<file path="config.mk">
export PLATFORM = sky130hd
export DESIGN_NAME = integer_to_radix_ascii
export DESIGN_NICKNAME = d
export VERILOG_FILES = /design/src/rtl/ira_pkg.sv /design/src/rtl/ira_div.sv /design/src/rtl/ira_stack.sv /design/src/rtl/integer_to_radix_ascii.sv
export SDC_FILE = /design/constraint.sdc
export NUM_CORES = 1
export LEC_CHECK = 0
export BUFFER_PORTS_ARGS = -buffer_cell sky130_fd_sc_hd__buf_4
export CAP_MARGIN = 20
export CORE_UTILIZATION = 50
export DETAILED_ROUTE_END_ITERATION = 6
export PLACE_DENSITY_LB_ADDON = 0.3
export SLEW_MARGIN = 0
export SYNTH_ARGS = -nofsm -noshare
export SYNTH_HDL_FRONTEND = slang
export SYNTH_SLANG_ARGS = --single-unit
</file>
<file path="constraint.sdc">
create_clock -name clk -period 7.2 [get_ports clk]
set_input_delay 0.72 -clock clk [delete_from_list [all_inputs] [get_ports clk]]
set_output_delay 0.72 -clock clk [all_outputs]
set_load 0.01 [all_outputs]
</file>
<file path="src/rtl/ira_pkg.sv">
// Shared constants, types and helper functions for the integer to radix ASCII converter.
package ira_pkg;

  // Width of the input integer word.
  localparam int VALUE_BITS  = 32;
  // The magnitude is divided one hex nibble at a time, so it is padded to whole nibbles.
  localparam int NIB_CNT     = (VALUE_BITS + 3) / 4;
  localparam int WORD_BITS   = NIB_CNT * 4;
  localparam int NIB_W       = (NIB_CNT > 1) ? $clog2(NIB_CNT) : 1;
  // Radix 2 gives the longest text: one digit per value bit.
  localparam int DIGIT_DEPTH = VALUE_BITS;
  localparam int ADDR_W      = $clog2(DIGIT_DEPTH);
  localparam int CNT_W       = $clog2(DIGIT_DEPTH + 1);

  localparam int BASE_W      = 5;
  localparam logic [BASE_W-1:0] BASE_MIN = 5'd2;
  localparam logic [BASE_W-1:0] BASE_MAX = 5'd16;

  localparam logic [7:0] ASCII_ZERO  = 8'h30;  // '0'
  localparam logic [7:0] ASCII_A_OFF = 8'h57;  // 'a' minus ten
  localparam logic [7:0] ASCII_MINUS = 8'h2d;  // '-'

  // Control lines from the sequencer to the digit stack.
  typedef struct packed {
    logic clr;
    logic push;
    logic pop;
  } stk_ctl_t;

  // Map a digit value 0..15 to its lower-case ASCII character.
  function automatic logic [7:0] digit_ascii(input logic [3:0] d);
    logic [7:0] d8;
    d8 = {4'd0, d};
    if (d < 4'd10) begin
      digit_ascii = ASCII_ZERO + d8;
    end else begin
      digit_ascii = ASCII_A_OFF + d8;
    end
  endfunction

endpackage

</file>
<file path="src/rtl/ira_div.sv">
// Shared divide unit: one nibble of long division by the radix per call.
module ira_div (
  input  logic [3:0]                  rem_in,
  input  logic [3:0]                  nib_in,
  input  logic [ira_pkg::BASE_W-1:0]  base,
  output logic [3:0]                  quo_out,
  output logic [3:0]                  rem_out
);
  import ira_pkg::*;

  // Four restoring steps; the partial remainder stays below the radix, so five bits suffice.
  always_comb begin
    logic [4:0] r;
    r = {1'b0, rem_in};
    quo_out = 4'd0;
    for (int i = 3; i >= 0; i--) begin
      r = {r[3:0], nib_in[i]};
      if (r >= base) begin
        r = r - base;
        quo_out[i] = 1'b1;
      end
    end
    rem_out = r[3:0];
  end

endmodule

</file>
<file path="src/rtl/ira_stack.sv">
// Digit stack: remainders are pushed least significant first and popped in reverse.
module ira_stack (
  input  logic                       clk,
  input  logic                       rst_n,
  input  ira_pkg::stk_ctl_t          ctl,
  input  logic [3:0]                 din,
  output logic [3:0]                 top,
  output logic [ira_pkg::CNT_W-1:0]  cnt
);
  import ira_pkg::*;

  logic [3:0]       mem_r [DIGIT_DEPTH];
  logic [3:0]       top_r;
  logic [CNT_W-1:0] cnt_r;
  logic [CNT_W-1:0] cnt_m1;
  logic [CNT_W-1:0] cnt_m2;

  assign cnt_m1 = cnt_r - 1'b1;
  assign cnt_m2 = cnt_r - 2'd2;
  assign top    = top_r;
  assign cnt    = cnt_r;

  // Fill level; clear takes priority since it starts a new number.
  always_ff @(posedge clk) begin
    if (!rst_n) begin
      cnt_r <= '0;
    end else if (ctl.clr) begin
      cnt_r <= '0;
    end else if (ctl.push) begin
      cnt_r <= cnt_r + 1'b1;
    end else if (ctl.pop) begin
      cnt_r <= cnt_m1;
    end
  end

  // Digit storage needs no reset; only filled entries are ever used.
  always_ff @(posedge clk) begin
    if (ctl.push && !ctl.clr) begin
      mem_r[cnt_r[ADDR_W-1:0]] <= din;
    end
  end

  // The top entry is kept in a register: a push writes it directly, a pop fetches the one below.
  always_ff @(posedge clk) begin
    if (ctl.push && !ctl.clr) begin
      top_r <= din;
    end else if (ctl.pop) begin
      top_r <= mem_r[cnt_m2[ADDR_W-1:0]];
    end
  end

endmodule

</file>
<file path="src/rtl/integer_to_radix_ascii.sv">
// Top level of the integer to radix ASCII converter: sequencer, output register and checks.
//
// Each accepted word is converted by repeated division of its magnitude by the radix, using
// one shared divide unit that handles one hex nibble per cycle, so every digit takes a pass
// over all NIB_CNT nibbles (8 for 32-bit words). The digits are then popped from a stack, one
// character per cycle when the output is not stalled, with a leading '-' for negative
// signed values. The input is ready only while the sequencer is idle; it becomes idle as
// soon as the last character is loaded into the output register, so the next word can
// start while that character still waits. A radix outside 2..16 is treated as 16.
module integer_to_radix_ascii (
  input  logic                           clk,
  input  logic                           rst_n,
  input  logic                           in_valid,
  output logic                           in_ready,
  input  logic [ira_pkg::VALUE_BITS-1:0] in_value,
  input  logic [ira_pkg::BASE_W-1:0]     in_base,
  input  logic                           in_is_signed,
  output logic                           out_valid,
  input  logic                           out_ready,
  output logic [7:0]                     out_character,
  output logic                           out_last
);
  import ira_pkg::*;

  typedef enum logic [1:0] {
    ST_IDLE,
    ST_DIV,
    ST_EMIT
  } state_t;

  state_t               state_r, state_nxt;
  logic [WORD_BITS-1:0] quo_r, quo_nxt;
  logic [3:0]           rem_r, rem_nxt;
  logic [BASE_W-1:0]    base_r, base_nxt;
  logic [NIB_W-1:0]     nib_r, nib_nxt;
  logic                 neg_r, neg_nxt;
  logic                 minus_pend_r, minus_pend_nxt;
  logic                 out_valid_r, out_valid_nxt;
  logic [7:0]           out_char_r, out_char_nxt;
  logic                 out_last_r, out_last_nxt;

  logic                  in_fire;
  logic                  load;
  logic                  in_neg;
  logic [VALUE_BITS-1:0] in_mag;
  logic [3:0]            div_quo;
  logic [3:0]            div_rem;
  logic [WORD_BITS-1:0]  quo_shift;
  logic [3:0]            stk_top;
  logic [CNT_W-1:0]      stk_cnt;
  stk_ctl_t              stk_ctl;

  assign in_ready  = (state_r == ST_IDLE);
  assign in_fire   = in_valid && in_ready;
  assign load      = !out_valid_r || out_ready;
  assign in_neg    = in_is_signed && in_value[VALUE_BITS-1];
  assign in_mag    = in_neg ? (~in_value + 1'b1) : in_value;
  assign quo_shift = {quo_r[WORD_BITS-5:0], div_quo};

  assign out_valid     = out_valid_r;
  assign out_character = out_char_r;
  assign out_last      = out_last_r;

  ira_div u_div (
    .rem_in  (rem_r),
    .nib_in  (quo_r[WORD_BITS-1 -: 4]),
    .base    (base_r),
    .quo_out (div_quo),
    .rem_out (div_rem)
  );

  ira_stack u_stack (
    .clk   (clk),
    .rst_n (rst_n),
    .ctl   (stk_ctl),
    .din   (div_rem),
    .top   (stk_top),
    .cnt   (stk_cnt)
  );

  // Sequencer: divide nibble by nibble until the quotient is zero, then unload the stack.
  always_comb begin
    state_nxt      = state_r;
    quo_nxt        = quo_r;
    rem_nxt        = rem_r;
    base_nxt       = base_r;
    nib_nxt        = nib_r;
    neg_nxt        = neg_r;
    minus_pend_nxt = minus_pend_r;
    out_valid_nxt  = out_valid_r && !out_ready;
    out_char_nxt   = out_char_r;
    out_last_nxt   = out_last_r;
    stk_ctl        = '{clr: 1'b0, push: 1'b0, pop: 1'b0};

    case (state_r)
      ST_IDLE: begin
        if (in_fire) begin
          quo_nxt     = WORD_BITS'(in_mag);
          rem_nxt     = 4'd0;
          nib_nxt     = '0;
          neg_nxt     = in_neg;
          base_nxt    = (in_base < BASE_MIN || in_base > BASE_MAX) ? BASE_MAX : in_base;
          stk_ctl.clr = 1'b1;
          state_nxt   = ST_DIV;
        end
      end
      ST_DIV: begin
        quo_nxt = quo_shift;
        rem_nxt = div_rem;
        nib_nxt = nib_r + 1'b1;
        // The last nibble of a pass yields one digit; zero still yields a single digit.
        if (nib_r == NIB_W'(NIB_CNT - 1)) begin
          stk_ctl.push = 1'b1;
          rem_nxt      = 4'd0;
          nib_nxt      = '0;
          if (quo_shift == '0) begin
            minus_pend_nxt = neg_r;
            state_nxt      = ST_EMIT;
          end
        end
      end
      ST_EMIT: begin
        if (load) begin
          out_valid_nxt = 1'b1;
          if (minus_pend_r) begin
            out_char_nxt   = ASCII_MINUS;
            out_last_nxt   = 1'b0;
            minus_pend_nxt = 1'b0;
          end else begin
            out_char_nxt = digit_ascii(stk_top);
            out_last_nxt = (stk_cnt == CNT_W'(1));
            stk_ctl.pop  = 1'b1;
            if (stk_cnt == CNT_W'(1)) begin
              state_nxt = ST_IDLE;
            end
          end
        end
      end
      default: begin
        state_nxt = ST_IDLE;
      end
    endcase
  end

  // State and registered outputs.
  always_ff @(posedge clk) begin
    if (!rst_n) begin
      state_r      <= ST_IDLE;
      out_valid_r  <= 1'b0;
      minus_pend_r <= 1'b0;
      nib_r        <= '0;
    end else begin
      state_r      <= state_nxt;
      out_valid_r  <= out_valid_nxt;
      minus_pend_r <= minus_pend_nxt;
      nib_r        <= nib_nxt;
    end
    quo_r      <= quo_nxt;
    rem_r      <= rem_nxt;
    base_r     <= base_nxt;
    neg_r      <= neg_nxt;
    out_char_r <= out_char_nxt;
    out_last_r <= out_last_nxt;
  end

  // The stack never holds more digits than a radix-2 conversion produces.
  a_stack_bound: assert property (@(posedge clk) disable iff (!rst_n)
    stk_cnt <= CNT_W'(DIGIT_DEPTH))
    else $error("digit stack overflow");

  // The running remainder always stays below the radix while dividing.
  a_rem_below_base: assert property (@(posedge clk) disable iff (!rst_n)
    (state_r == ST_DIV) |-> (rem_r < base_r))
    else $error("remainder not below radix");

  // An accepted word blocks further input on the next cycle.
  a_busy_after_accept: assert property (@(posedge clk) disable iff (!rst_n)
    in_fire |=> !in_ready)
    else $error("input ready right after accept");

  // A minus sign never ends the text of a number.
  a_minus_not_last: assert property (@(posedge clk) disable iff (!rst_n)
    (out_valid_r && out_char_r == ASCII_MINUS) |-> !out_last_r)
    else $error("minus sign marked as last character");

endmodule

</file>
==> results of run 1 <==
[sequential cells by signal, summed over array words and instances (netlist names)]
| signal | flops |
|---|---|
| base_r | 5 |
| minus_pend_r | 1 |
| neg_r | 1 |
| nib_r | 3 |
| out_character | 7 |
| out_last | 1 |
| out_valid | 1 |
| quo_r | 32 |
| rem_r | 4 |
| state_r | 2 |
| u_stack.cnt | 6 |
| u_stack.mem_r | 128 |
| u_stack.top | 4 |
[routing by layer]
| metal | vias to the layer above | global-route usage [%] | wire length (um) |
|---|---|---|---|
| li1 | 2844 | - | - |
| met1 | 2928 | 27.4 | 8440 |
| met2 | 173 | 37.2 | 10200 |
| met3 | 47 | 3.90 | 947 |
| met4 | 0 | 8.62 | 488 |
| met5 | - | 0 | 0 |
[cells by family (layout without fill, tap and decap cells)]
group	Yosys count	after routing	synth area share, %
AO/OA/AOI/OAI	128	128	7.97
AND/OR/NAND/NOR	210	210	10.3
XOR/XNOR	45	45	4.12
buffers and inverters	62	129	2.54
multiplexers	50	50	10.1
flip-flops	195	195	59.8
adder cells (fa/ha/maj)	36	36	5.02
other	2	2	0.0785
[final cells by class]
| class | count | area [sq um] |
|---|---|---|
| well taps | 234 | 293 |
| clock buffers | 17 | 425 |
| fillers | 1478 | 7860 |
| clock inverters | 15 | 184 |
| multi-input cells | 471 | 3610 |
| flip-flops and latches | 195 | 5730 |
| repair buffers | 61 | 470 |
| inverters | 36 | 135 |
[worst max-delay path, stage by stage, from the launching register on]
cell and delay (ns):
sky130_fd_sc_hd__edfxtp_1 0.43, sky130_fd_sc_hd__inv_1 0.19, sky130_fd_sc_hd__ha_1 0.34, sky130_fd_sc_hd__nand2_1 0.05
sky130_fd_sc_hd__o21ai_0 0.26, sky130_fd_sc_hd__a21bo_2 0.26, sky130_fd_sc_hd__mux2_2 0.37, sky130_fd_sc_hd__ha_1 0.34
sky130_fd_sc_hd__a21o_1 0.18, sky130_fd_sc_hd__a31oi_1 0.14, sky130_fd_sc_hd__o21ai_1 0.10, sky130_fd_sc_hd__or4_1 0.59
sky130_fd_sc_hd__nand2_1 0.11, sky130_fd_sc_hd__inv_1 0.04, sky130_fd_sc_hd__ha_1 0.32, sky130_fd_sc_hd__a21oi_1 0.18
sky130_fd_sc_hd__o21ai_0 0.15, sky130_fd_sc_hd__a31oi_1 0.28, sky130_fd_sc_hd__mux2_2 0.37, sky130_fd_sc_hd__ha_1 0.29
sky130_fd_sc_hd__and4_1 0.20, sky130_fd_sc_hd__a21oi_1 0.17, sky130_fd_sc_hd__nand2_1 0.21, sky130_fd_sc_hd__o21ai_0 0.45
sky130_fd_sc_hd__inv_1 0.09, sky130_fd_sc_hd__buf_4 0.26
[cells in the final DEF (no fill, tap or decap), types with 11 or more instances in the layout]
master,synthesis,layout
sky130_fd_sc_hd__edfxtp_1,182,182
sky130_fd_sc_hd__ha_1,32,32
sky130_fd_sc_hd__nand2_1,68,68
sky130_fd_sc_hd__xnor2_1,27,27
sky130_fd_sc_hd__nand3_1,12,12
sky130_fd_sc_hd__nor4_1,11,11
sky130_fd_sc_hd__clkbuf_16,0,17
sky130_fd_sc_hd__nor2_1,66,66
sky130_fd_sc_hd__o21ai_0,40,40
sky130_fd_sc_hd__inv_1,36,36
sky130_fd_sc_hd__dfxtp_1,13,12
sky130_fd_sc_hd__buf_4,1,60
sky130_fd_sc_hd__a21oi_1,43,43
sky130_fd_sc_hd__mux4_2,37,37
sky130_fd_sc_hd__xor2_1,18,18
[final timing paths]
kind	slack, ns	start	cells after the start	to
setup / recovery	0.53	base_r[1]	25	u_stack.mem_r[23][0]
hold / removal	0.48	nib_r[2]	2	nib_r[2]
setup reg to reg	0.53	base_r[1]	25	u_stack.mem_r[23][0]
hold reg to reg	0.48	nib_r[2]	2	nib_r[2]
[report_power, final]
part	internal, mW	switching [mW]	total [mW]
clock	0.530	0.439	0.969
sequential	2.49	0.0275	2.52
combinational	0.697	1.83	2.53
==> impl_metrics.csv, run 1 <==
group,metric,value,unit
die,area_inside_the_core_boundary,0.0187,sq mm
status,status,"complete, no violations",
synthesis,synth_seq_cells,195,
power,power.density_cell_area,555,mW/mm^2
cts,cts_made_buffers,17,
die,floorplan.initialDensity,51.2,%
flow_run,max_cap_viol_count,0,
sta,hold-worst-slack,0.484,ns
synthesis,synthMostInstantiatedCell,"sky130_fd_sc_hd__edfxtp_1",
synthesis,synth.largest_area_cell,"sky130_fd_sc_hd__edfxtp_1",
synthesis,cells_taking_the_most_area_after_synthesis,"sky130_fd_sc_hd__edfxtp_1 57%, sky130_fd_sc_hd__mux4_2 8.7%, sky130_fd_sc_hd__ha_1 4.2%, sky130_fd_sc_hd__dfxtp_1 2.7%, sky130_fd_sc_hd__nand2_1 2.7%",
final_layout,area_of_all_placed_cells_without_fillers,0.0108,sq mm
routing,vias_per_cell,5.82,
placed_design,routability_congestion_estimate_from_global_placement,0.874,
sta,fmax,150,MHz
sta,worst_slew_margin_rel,53.1,%
worst_setup_path,worst-setup-path-type,"flop to flop",
sta,period_needed,6.67,ns
sta,rsz0062_at_grt,"false",
synthesis,seq_total_area_yosys,59.8,%
power,leakagePower,3.80,nW
final_layout,finalCoreUtilization,58.0,%
synthesis,fraction_of_registers_with_async_set_or_reset_after_synthesis,0,%
sta,report.final.slew_viol_count,0,
synthesis,synth_commonest_cells,"182 x sky130_fd_sc_hd__edfxtp_1, 68 x sky130_fd_sc_hd__nand2_1, 66 x sky130_fd_sc_hd__nor2_1",
die,floorplan.die_area,0.0197,sq mm
routing,drc,0,
sta,min_period_over_period,92.6,%
synthesis,cell_area_synth,0.00957,sq mm
cts,tritoncts,"yes",
final_layout,layout.cells.non_filler,1029,
sta,worstMarginPinSlew,0.703,ns
placed_design,place.detailed.instances,996,
global_route,antenna_found_initial,0,
die,std_cell_rows,50,
hold_path,hold_class,"flop to flop",
routing,totalWireLength,20.1,mm
power,vdd.ir_drop.worst,878,uV
routing,wl_per_cell,19.5,um
cts,cts_post_setup_buffers_inserted,0,
global_route,grt_overflow,0,
die,die_w,140,um
cts,cts_root_buf,"sky130_fd_sc_hd__clkbuf_16",
cts,clock_slew_seen_by_the_registers_of_the_worst_setup_and_hold_paths,0.07,ns
worst_setup_path,end_kind,"flop",
synthesis,synth_top_area_share,57.1,%
worst_setup_path,timing.critical_path.from_type,"flop",
sta,fin_ws,0.530,ns
die,ioPinCount,53,
worst_setup_path,critPathRequiredTime,7.34,ns
worst_setup_path,cp_max_fo,32,
placed_design,dp_hpwl,14.1,mm
sta,finalHoldViolCount,0,
synthesis,syn_nets,806,
routing,first_pass_iters,5,
final_layout,layout_stage_area_growth_over_the_synthesis_result,13.3,%
global_route,wire_length_of_the_first_global_routing_pass,32.4,mm
cts,clock_sinks,195,
final_layout,n_antenna_cell,0,
placed_design,portBuffers,51,
cts,ctsResizeCount,0,
die,die_height,140,um
global_route,globalRouteTotalUtil,21.7,%
sta,setup-violations-final,0,
global_route,grt_pass1_vias,6253,
placed_design,post_placement_setup_slack,0.560,ns
sta,finClkSkew,0.00791,ns
synthesis,synthesis.instances,728,
cts,clkLatencyLatePin,0.43,ns
sta,accumulated_negative_setup_slack,0,ns
global_route,grt_max_degree,59,
final_layout,finalNetCount,860,
synthesis,synthFlopType,"sky130_fd_sc_hd__edfxtp_1",
worst_setup_path,worst-endpoint-arrival,6.81,ns
routing,dr.first_iter.drc_count,504,
synthesis,synth_area_per_cell,13.1,sq um
cts,h-tree-depth,4,
routing,routed_vias,5992,
placed_design,area_post_placement,0.0102,sq mm
synthesis,number_of_enable_type_register_cells_in_the_synthesized_netlist,182,
power,total_power,6.02,mW
cts,max-clock-path-buffers,2,
final_layout,drive_gt1_share,18.0,%
cts,cts-hold-fix-buffers,0,
synthesis,synth_cell_type_count,51,
routing,route.antenna.remaining_nets,0,
synthesis,yosys_warnings,0,
Power figures use the tool's default switching activity.
==> run 2, diff against run 1 <==
- RECOVER_POWER: not set -> 50
==> impl_metrics.csv, run 2 (synthesis results as in run 1) <==
group,metric,value,unit
global_route,antenna_found_initial,0,
final_layout,layout_stage_area_growth_over_the_synthesis_result,12.7,%
sta,min_period_over_period,92.8,%
worst_setup_path,worst-setup-path-type,"flop to flop",
power,vdd.ir_drop.worst,870,uV
status,failed_checks,"max-capacitance violations, max-slew violations",
routing,wl_per_cell,19.5,um
global_route,wire_length_of_the_first_global_routing_pass,32.4,mm
sta,fmax,150,MHz
cts,cts-hold-fix-buffers,0,
routing,first_pass_iters,6,
sta,report.final.slew_viol_count,76,
final_layout,multi_input_area,0.00361,sq mm
routing,routed_vias,5995,
worst_setup_path,worst_path_buf_inv,4,
final_layout,area_of_all_placed_cells_without_fillers,0.0108,sq mm
global_route,globalRouteTotalUtil,21.7,%
cts,h-tree-depth,4,
die,die_height,140,um
worst_setup_path,critical_path.slowest_cell,"sky130_fd_sc_hd__or4_1",
placed_design,dp_hpwl,14.1,mm
final_layout,n_antenna_cell,0,
worst_setup_path,cp_slowest_stage_delay,0.59,ns
power,total_power,6.01,mW
final_layout,layout.cells.most_common_list,"182 x sky130_fd_sc_hd__edfxtp_1, 68 x sky130_fd_sc_hd__nand2_1, 66 x sky130_fd_sc_hd__nor2_1",
die,ioPinCount,53,
worst_setup_path,timing.critical_path.from_type,"flop",
die,die_w,140,um
worst_setup_path,cpMostUsedCell,"sky130_fd_sc_hd__nand2_1",
cts,clock_slew_seen_by_the_registers_of_the_worst_setup_and_hold_paths,0.07,ns
routing,totalWireLength,20.1,mm
die,std_cell_rows,50,
die,floorplan.initialDensity,51.2,%
sta,finClkSkew,0.00860,ns
worst_setup_path,category_of_cells_accounting_for_the_largest_share_of_critical_path_delay,"compound AO/OA/AOI/OAI gates",
cts,cts_root_buf,"sky130_fd_sc_hd__clkbuf_16",
cts,clock_sinks,195,
sta,hold-worst-slack,0.484,ns
worst_setup_path,worst-endpoint-arrival,6.82,ns
cts,tritoncts,"yes",
sta,accumulated_negative_setup_slack,0,ns
final_layout,drive_gt1_share,16.0,%
final_layout,flip_flop_count_of_the_largest_register_after_layout,128,
final_layout,finalCoreUtilization,57.7,%
sta,worst_slew_margin_rel,-99.3,%
final_layout,layout_commonest_cell,"sky130_fd_sc_hd__edfxtp_1",
power,leakagePower,3.75,nW
sta,rsz0062_at_grt,"false",
cts,max-clock-path-buffers,2,
routing,drc,0,
power,power.density_cell_area,557,mW/mm^2
flow_run,max_cap_viol_count,2,
final_layout,finalNetCount,860,
worst_setup_path,end_kind,"flop",
cts,ctsResizeCount,0,
die,floorplan.die_area,0.0197,sq mm
global_route,grt_max_degree,59,
routing,route.antenna.remaining_nets,0,
cts,cts_post_setup_buffers_inserted,0,
global_route,grt_overflow,0,
hold_path,hold_class,"flop to flop",
sta,period_needed,6.68,ns
status,status,"finished, violations left",
worst_setup_path,cp_max_fo,32,
cts,cts_made_buffers,17,
sta,setup-violations-final,0,
final_layout,layout.filler_cells,1490,
routing,vias_per_cell,5.83,
routing,dr.first_iter.drc_count,464,
final_layout,final-seq-area,0.00573,sq mm
sta,finalHoldViolCount,0,
die,area_inside_the_core_boundary,0.0187,sq mm
placed_design,area_post_placement,0.0102,sq mm
placed_design,portBuffers,51,
cts,clkLatencyLatePin,0.43,ns
placed_design,routability_congestion_estimate_from_global_placement,0.874,
global_route,grt_pass1_vias,6253,
worst_setup_path,critPathRequiredTime,7.34,ns
sta,worstMarginPinSlew,2.99,ns
-- run 2: layout make-up --
cell class	instances	share of cell area, %
Clock buffer	17	3.94
Clock inverter	15	1.71
Inverter	36	1.25
Multi-Input combinational cell	471	33.4
Sequential cell	195	53.1
Tap cell	234	2.71
Timing Repair Buffer	61	3.87
-- run 2: report_power, final --
group          total, mW  switching [mW]  internal (mW)
clock              0.970           0.440          0.530
sequential          2.52          0.0274           2.49
combinational       2.52            1.83          0.695
total               6.01            2.29           3.72
-- run 2: per-layer routing --
metal  global-route usage (%)  vias up  routed length (um)
li1                         -     2847                   -
met1                     27.4     2938                8570
met2                     37.2      169               10100
met3                     3.90       41                 881
met4                     8.62        0                 481
met5                        0        -                   0
-- run 2: worst min-delay path, stage by stage, from the launching register on --
cell	delay, ns
sky130_fd_sc_hd__dfxtp_1	0.32
sky130_fd_sc_hd__nand3_1	0.06
sky130_fd_sc_hd__a21oi_1	0.06
-- run 2: worst paths after layout --
path	to	start	slack [ns]	cells after the start
setup reg to reg	u_stack.mem_r[23][0]	base_r[1]	0.52	26
setup / recovery	u_stack.mem_r[23][0]	base_r[1]	0.52	26
hold reg to reg	nib_r[2]	nib_r[2]	0.48	2
hold / removal	nib_r[2]	nib_r[2]	0.48	2
-- run 2: per-stage QoR --
step | cells | setup slack (ns)
finish | 1029 | 0.516
global route | 1029 | 0.0222
CTS | 1028 | 0.516
detailed placement | 996 | 0.560
global placement | 996 | 0.714
floorplan | 728 | 1.05
